**src/design/orb_pkg.sv**
```systemverilog
// shared constants and types for the overwriting ring buffer
package orb_pkg;

    // field widths
    localparam int unsigned ACTION_W = 2;
    localparam int unsigned WORD_W   = 32;
    localparam int unsigned RIDX_W   = 8;
    localparam int unsigned CAPREG_W = 9;
    localparam int unsigned FILL_W   = 9;
    localparam int unsigned DROP_W   = 32;

    // storage defaults
    localparam int unsigned DEFAULT_DEPTH = 256;
    localparam int unsigned CAP_RESET     = 256;

    // action codes
    localparam logic [ACTION_W-1:0] ACT_PUSH  = 2'd0;
    localparam logic [ACTION_W-1:0] ACT_POP   = 2'd1;
    localparam logic [ACTION_W-1:0] ACT_PEEK  = 2'd2;
    localparam logic [ACTION_W-1:0] ACT_CLEAR = 2'd3;

    // result fields that the control logic hands to the output register
    typedef struct packed {
        logic              status;
        logic              evicted;
        logic              is_read;
        logic [FILL_W-1:0] fill_count;
        logic [DROP_W-1:0] dropped;
    } t_result;

endpackage

```
**src/design/orb_ctrl.sv**
```systemverilog
// ring pointers, fill and drop counters, capacity register and address logic
module orb_ctrl import orb_pkg::*; #(
    parameter int unsigned DEPTH = DEFAULT_DEPTH
) (
    input  logic                     i_clk,
    input  logic                     i_rst_n,
    input  logic                     i_cfg_we,
    input  logic [CAPREG_W-1:0]      i_cfg_wdata,
    input  logic                     i_fire,
    input  logic [ACTION_W-1:0]      i_action,
    input  logic [WORD_W-1:0]        i_push_value,
    input  logic [RIDX_W-1:0]        i_recency_index,
    output t_result                  o_res,
    output logic                     o_mem_we,
    output logic                     o_mem_re,
    output logic [$clog2(DEPTH)-1:0] o_mem_addr,
    output logic [WORD_W-1:0]        o_mem_wdata
);

    localparam int unsigned PTR_W = $clog2(DEPTH);
    localparam int unsigned CAP_W = $clog2(DEPTH + 1);
    localparam int unsigned SUM_W = ((CAP_W > RIDX_W) ? CAP_W : RIDX_W) + 1;

    logic [PTR_W-1:0]  r_wp, n_wp;
    logic [CAP_W-1:0]  r_count, n_count;
    logic [CAP_W-1:0]  r_cap;
    logic [DROP_W-1:0] r_drop, n_drop;
    logic [CAP_W-1:0]  wp_inc;
    logic [SUM_W-1:0]  pop_sum, peek_sum, cap_ext;
    logic [SUM_W-1:0]  pop_pos, peek_pos;

    // capacity limited to one entry up to the ring depth
    function automatic logic [CAP_W-1:0] clamp_cap(input logic [CAPREG_W-1:0] v);
        logic [CAP_W-1:0] c;
        if (v == '0) begin
            c = CAP_W'(1);
        end else if (32'(v) > 32'(DEPTH)) begin
            c = CAP_W'(DEPTH);
        end else begin
            c = CAP_W'(v);
        end
        return c;
    endfunction

    // wrapped positions of the oldest entry and of the peeked entry
    always_comb begin
        cap_ext  = SUM_W'(r_cap);
        wp_inc   = CAP_W'(r_wp) + CAP_W'(1);
        pop_sum  = SUM_W'(r_wp) + cap_ext - SUM_W'(r_count);
        peek_sum = SUM_W'(r_wp) + cap_ext - SUM_W'(1) - SUM_W'(i_recency_index);
        pop_pos  = (pop_sum >= cap_ext) ? pop_sum - cap_ext : pop_sum;
        peek_pos = (peek_sum >= cap_ext) ? peek_sum - cap_ext : peek_sum;
    end

    // next state, memory request and result fields for one word
    always_comb begin
        n_wp        = r_wp;
        n_count     = r_count;
        n_drop      = r_drop;
        o_mem_we    = 1'b0;
        o_mem_re    = 1'b0;
        o_mem_addr  = r_wp;
        o_mem_wdata = i_push_value;
        o_res       = '0;
        if (i_fire) begin
            unique case (i_action)
                ACT_PUSH: begin
                    o_mem_we = 1'b1;
                    n_wp     = (wp_inc == r_cap) ? '0 : PTR_W'(wp_inc);
                    if (r_count < r_cap) begin
                        n_count = r_count + CAP_W'(1);
                    end else begin
                        o_res.evicted = 1'b1;
                        n_drop        = r_drop + DROP_W'(1);
                    end
                end
                ACT_POP: begin
                    if (r_count == '0) begin
                        o_res.status = 1'b1;
                    end else begin
                        o_res.is_read = 1'b1;
                        o_mem_re      = 1'b1;
                        o_mem_addr    = pop_pos[PTR_W-1:0];
                        n_count       = r_count - CAP_W'(1);
                    end
                end
                ACT_PEEK: begin
                    if (SUM_W'(i_recency_index) >= SUM_W'(r_count)) begin
                        o_res.status = 1'b1;
                    end else begin
                        o_res.is_read = 1'b1;
                        o_mem_re      = 1'b1;
                        o_mem_addr    = peek_pos[PTR_W-1:0];
                    end
                end
                ACT_CLEAR: begin
                    n_wp    = '0;
                    n_count = '0;
                    n_drop  = '0;
                end
                default: begin
                    n_wp = r_wp;
                end
            endcase
        end
        o_res.fill_count = FILL_W'(n_count);
        o_res.dropped    = n_drop;
    end

    // state registers, a capacity write empties the ring
    always_ff @(posedge i_clk) begin
        if (!i_rst_n) begin
            r_cap   <= clamp_cap(CAPREG_W'(CAP_RESET));
            r_wp    <= '0;
            r_count <= '0;
            r_drop  <= '0;
        end else if (i_cfg_we) begin
            r_cap   <= clamp_cap(i_cfg_wdata);
            r_wp    <= '0;
            r_count <= '0;
            r_drop  <= '0;
        end else begin
            r_wp    <= n_wp;
            r_count <= n_count;
            r_drop  <= n_drop;
        end
    end

endmodule

```
**config.mk**
```make
export PLATFORM = sky130hd
export DESIGN_NAME = orb_ctrl
export DESIGN_NICKNAME = d
export VERILOG_FILES = /design/src/design/orb_pkg.sv /design/src/design/orb_ctrl.sv
export SDC_FILE = /design/constraint.sdc
export NUM_CORES = 1
export LEC_CHECK = 0
export ABC_AREA = 1
export BUFFER_PORTS_ARGS = -buffer_cell sky130_fd_sc_hd__buf_2
export CAP_MARGIN = 20
export CORE_MARGIN = 4
export CORE_UTILIZATION = 62
export DETAILED_ROUTE_END_ITERATION = 16
export MAX_ROUTING_LAYER = met4
export PLACE_DENSITY_LB_ADDON = 0.08
export SKIP_LAST_GASP = 1
export SYNTH_ARGS = -nofsm -noshare
export SYNTH_HDL_FRONTEND = slang
export SYNTH_SLANG_ARGS = --single-unit
```
**constraint.sdc**
```tcl
create_clock -name i_clk -period 13.6 [get_ports i_clk]
set_input_delay 2.04 -clock i_clk [delete_from_list [all_inputs] [get_ports i_clk]]
set_output_delay 2.04 -clock i_clk [all_outputs]
set_load 0.05 [all_outputs]
```
==> flow_summary.ini <==
[timing]
tightest_slew_ns = 0.844
layout_min_cycle_time_ns = 7.33
rsz0062_at_grt = false
finalWorstSetupSlack_ns = 6.27
final-max-slew-violation-count = 0
setup_viol = 0
timing.setup.tns_ns = 0
min_period_over_period_pct = 53.9
relSlewSlack_pct = 43.5
whs_ns = 0.490
max_freq_mhz = 136
skew_ns = 0.00609
timing.final.hold_violations = 0

[cells_and_area]
final_net_count = 1273
multi_input_area_mm2 = 0.00483
mostFrequentLayoutCell = nand2_1
drive_gt1_share_pct = 13.8
final.fill_count = 1010
area_delta_synth_final_pct = 7.70
regArea_mm2 = 0.00116
insertedDiodeCount = 0
final_cell_mix = 271 x nand2_1, 165 x inv_1, 76 x buf_2, 73 x nand3_1, 71 x nor2_1

[clocking]
clk_path_buf_depth = 2
post_cts_buffers = 0
cts_resized = 0
cts_tree = yes
cts_made_buffers = 9
cts_root_buf = clkbuf_16
hold_buffers = 0
htreeDepth = 3
cts.sinks = 58
clk_latency_ns = 0.34
clkSlewWorstSetupHoldPaths_ns = 0.06

[logic_synthesis]
syn_avg_cell_area_um2 = 6.32
synth-seq-cells = 58
synth-edff-count = 0
synth_top_area_share_pct = 16.5
synth_top_area_cell = dfxtp_1
yosys_warnings = 0
syn_area_mm2 = 0.00702
synthesis.nets = 1236
synth_cell_types = 55
synth-main-ff-cell = dfxtp_1
async_flop_share_pct = 0
syn_inst = 1110
synth-seq-area-share_pct = 16.5
synthTopCellsByArea = dfxtp_1 17%, nand2_1 14%, ha_1 12%

[critical_path]
critPathCaptureType = output port
reg2reg_to = r_drop[7]$_SDFF_PP0_
crit_type = reg2out
crit_path_start_kind = flop
r2r_cells = 13
crit_path_max_incr_delay_ns = 0.42
worst-path-max-fanout = 9
r2r_start = r_cap[1]$_SDFFE_PN0P_
cpMostUsedCell = nand2_1
crit_slowest_cell = dfxtp_1
arrival_ns = 5.29
reg2reg_setup_slack_ns = 10.91
cp.required_ns = 11.56

[route]
via_per_inst = 5.55
wl_um = 19500
drc = 0
detail_route.iter0.violations = 583
dr.pass1.iters = 5
detail-route-antenna-nets = 0
wl_per_cell_um = 15.1
via_count = 7160

[run]
maxCapViolations = 0

[floorplanning]
ioPinCount = 141
fp.dieArea_mm2 = 0.0131
fp.dieH_um = 114
core_area_mm2 = 0.0109
die_w_um = 114
num_rows = 38
start_util_pct = 64.2

[grt]
grt-ovfl-total = 0
grt_max_degree = 45
grt_pass1_vias = 6800
grt_util_all_layers_pct = 31.6
grt_first_pass_wirelength_um = 32500
antenna_found_initial = 0

[min_path]
whs_endpoint = r_drop[30]$_SDFF_PP0_
hold_start = r_drop[30]$_SDFF_PP0_
min_path_type = reg2reg
hold_path_depth = 2

[power]
max-vdd-ir-drop_v = 0.0000783
power.density_mw_per_mm2 = 90.6
leakage_nw = 3.91
total_power_uw = 685

[placement]
dp_worst_setup_slack_ns = 6.30
gp_congestion = 0.988
port_buffers = 76
dp_hpwl_um = 15300

[status]
status = complete, no violations
## worst max-delay path by stage
| stage | from | to | slack [ns] | cells after the start |
|---|---|---|---|---|
| 2_1_floorplan | i_recency_index[0] | o_mem_addr[0] | 6.68 | 20 |
| 3_3_place_gp | i_recency_index[0] | o_mem_addr[7] | 6.36 | 22 |
| 3_5_place_dp | i_recency_index[0] | o_mem_addr[7] | 6.30 | 22 |
| 4_1_cts | i_recency_index[0] | o_mem_addr[7] | 6.30 | 22 |
| 5_1_grt | r_wp[0]$_SDFFE_PP0P_ | o_mem_addr[0] | 5.88 | 29 |
| 6_report | r_wp[0]$_SDFFE_PP0P_ | o_mem_addr[6] | 6.27 | 29 |
## Yosys cell counts, types with 4 or more instances
library cell and count:
a21oi_1 68, a22oi_1 6, a31oi_1 8, and2_1 8, buf_4 34, clkbuf_1 12
dfxtp_1 58, fa_1 5, ha_1 66, inv_1 165, inv_2 12, nand2_1 271
nand2_2 8, nand3_1 73, nand3_2 8, nand4_1 45, nor2_1 71, nor2_2 7
nor2_4 7, nor3_1 11, o211ai_1 9, o21ai_0 44, o21ai_1 15, o21bai_1 5
or2_2 4, xnor2_1 14, xor2_1 28
## worst max-delay path: cells and delay by family (launching register included)
family          cells  cell delay (ns)
buf+inv             4             0.50
simple gates       17             1.77
compound gates      2             0.41
xor+xnor            2             0.41
fa+ha+maj           4             1.43
flops               1             0.42
## cell type report
class | count | area share, %
Tap cell | 140 | 2.32
Inverter | 181 | 9.02
Timing Repair Buffer | 77 | 5.13
Clock inverter | 5 | 1.04
Sequential cell | 58 | 15.4
Clock buffer | 10 | 3.16
Multi-Input combinational cell | 820 | 64.0
## where the power goes
| group | switching (mW) | internal [mW] |
|---|---|---|
| Combinational | 0.173 | 0.0892 |
| Sequential | 0.00435 | 0.172 |
| Clock | 0.0822 | 0.164 |
| Total | 0.259 | 0.425 |
## registers in the layout, indices dropped and copies added (netlist names)
signal	flops
r_wp	8
r_cap	9
r_count	9
r_drop	32
## metrics by stage
stage / util, % / std cells / instance area, µm²
after floorplan: - / 1110 / 7020
after global placement: 66.2 / 1276 / 7240
after detailed placement: 66.2 / 1276 / 7240
after CTS: 69.1 / 1291 / 7560
after global routing: 69.1 / 1291 / 7560
final: 69.1 / 1291 / 7560
## per-layer routing
layer  GRT usage [%]  wire length [µm]  part of all wire, %
met3            4.60              1280                  6.5
met4            15.0               721                  3.7
met5               -                 0                    0
met1            37.6              8120                   42
met2            52.5              9390                   48
## cells by family (layout without fill, tap and decap cells)
logic type | after synthesis | in the layout | share of synthesized area (%)
DFF | 58 | 58 | 16.5
buffers and inverters | 232 | 273 | 14.6
AOI/OAI and AO/OA | 174 | 174 | 14.2
xor gates and xnor gates | 43 | 43 | 5.63
adders and majority gates | 71 | 71 | 13.2
and+or+nand+nor | 532 | 532 | 35.9
Note: power is estimated with default switching activity, not from simulation.
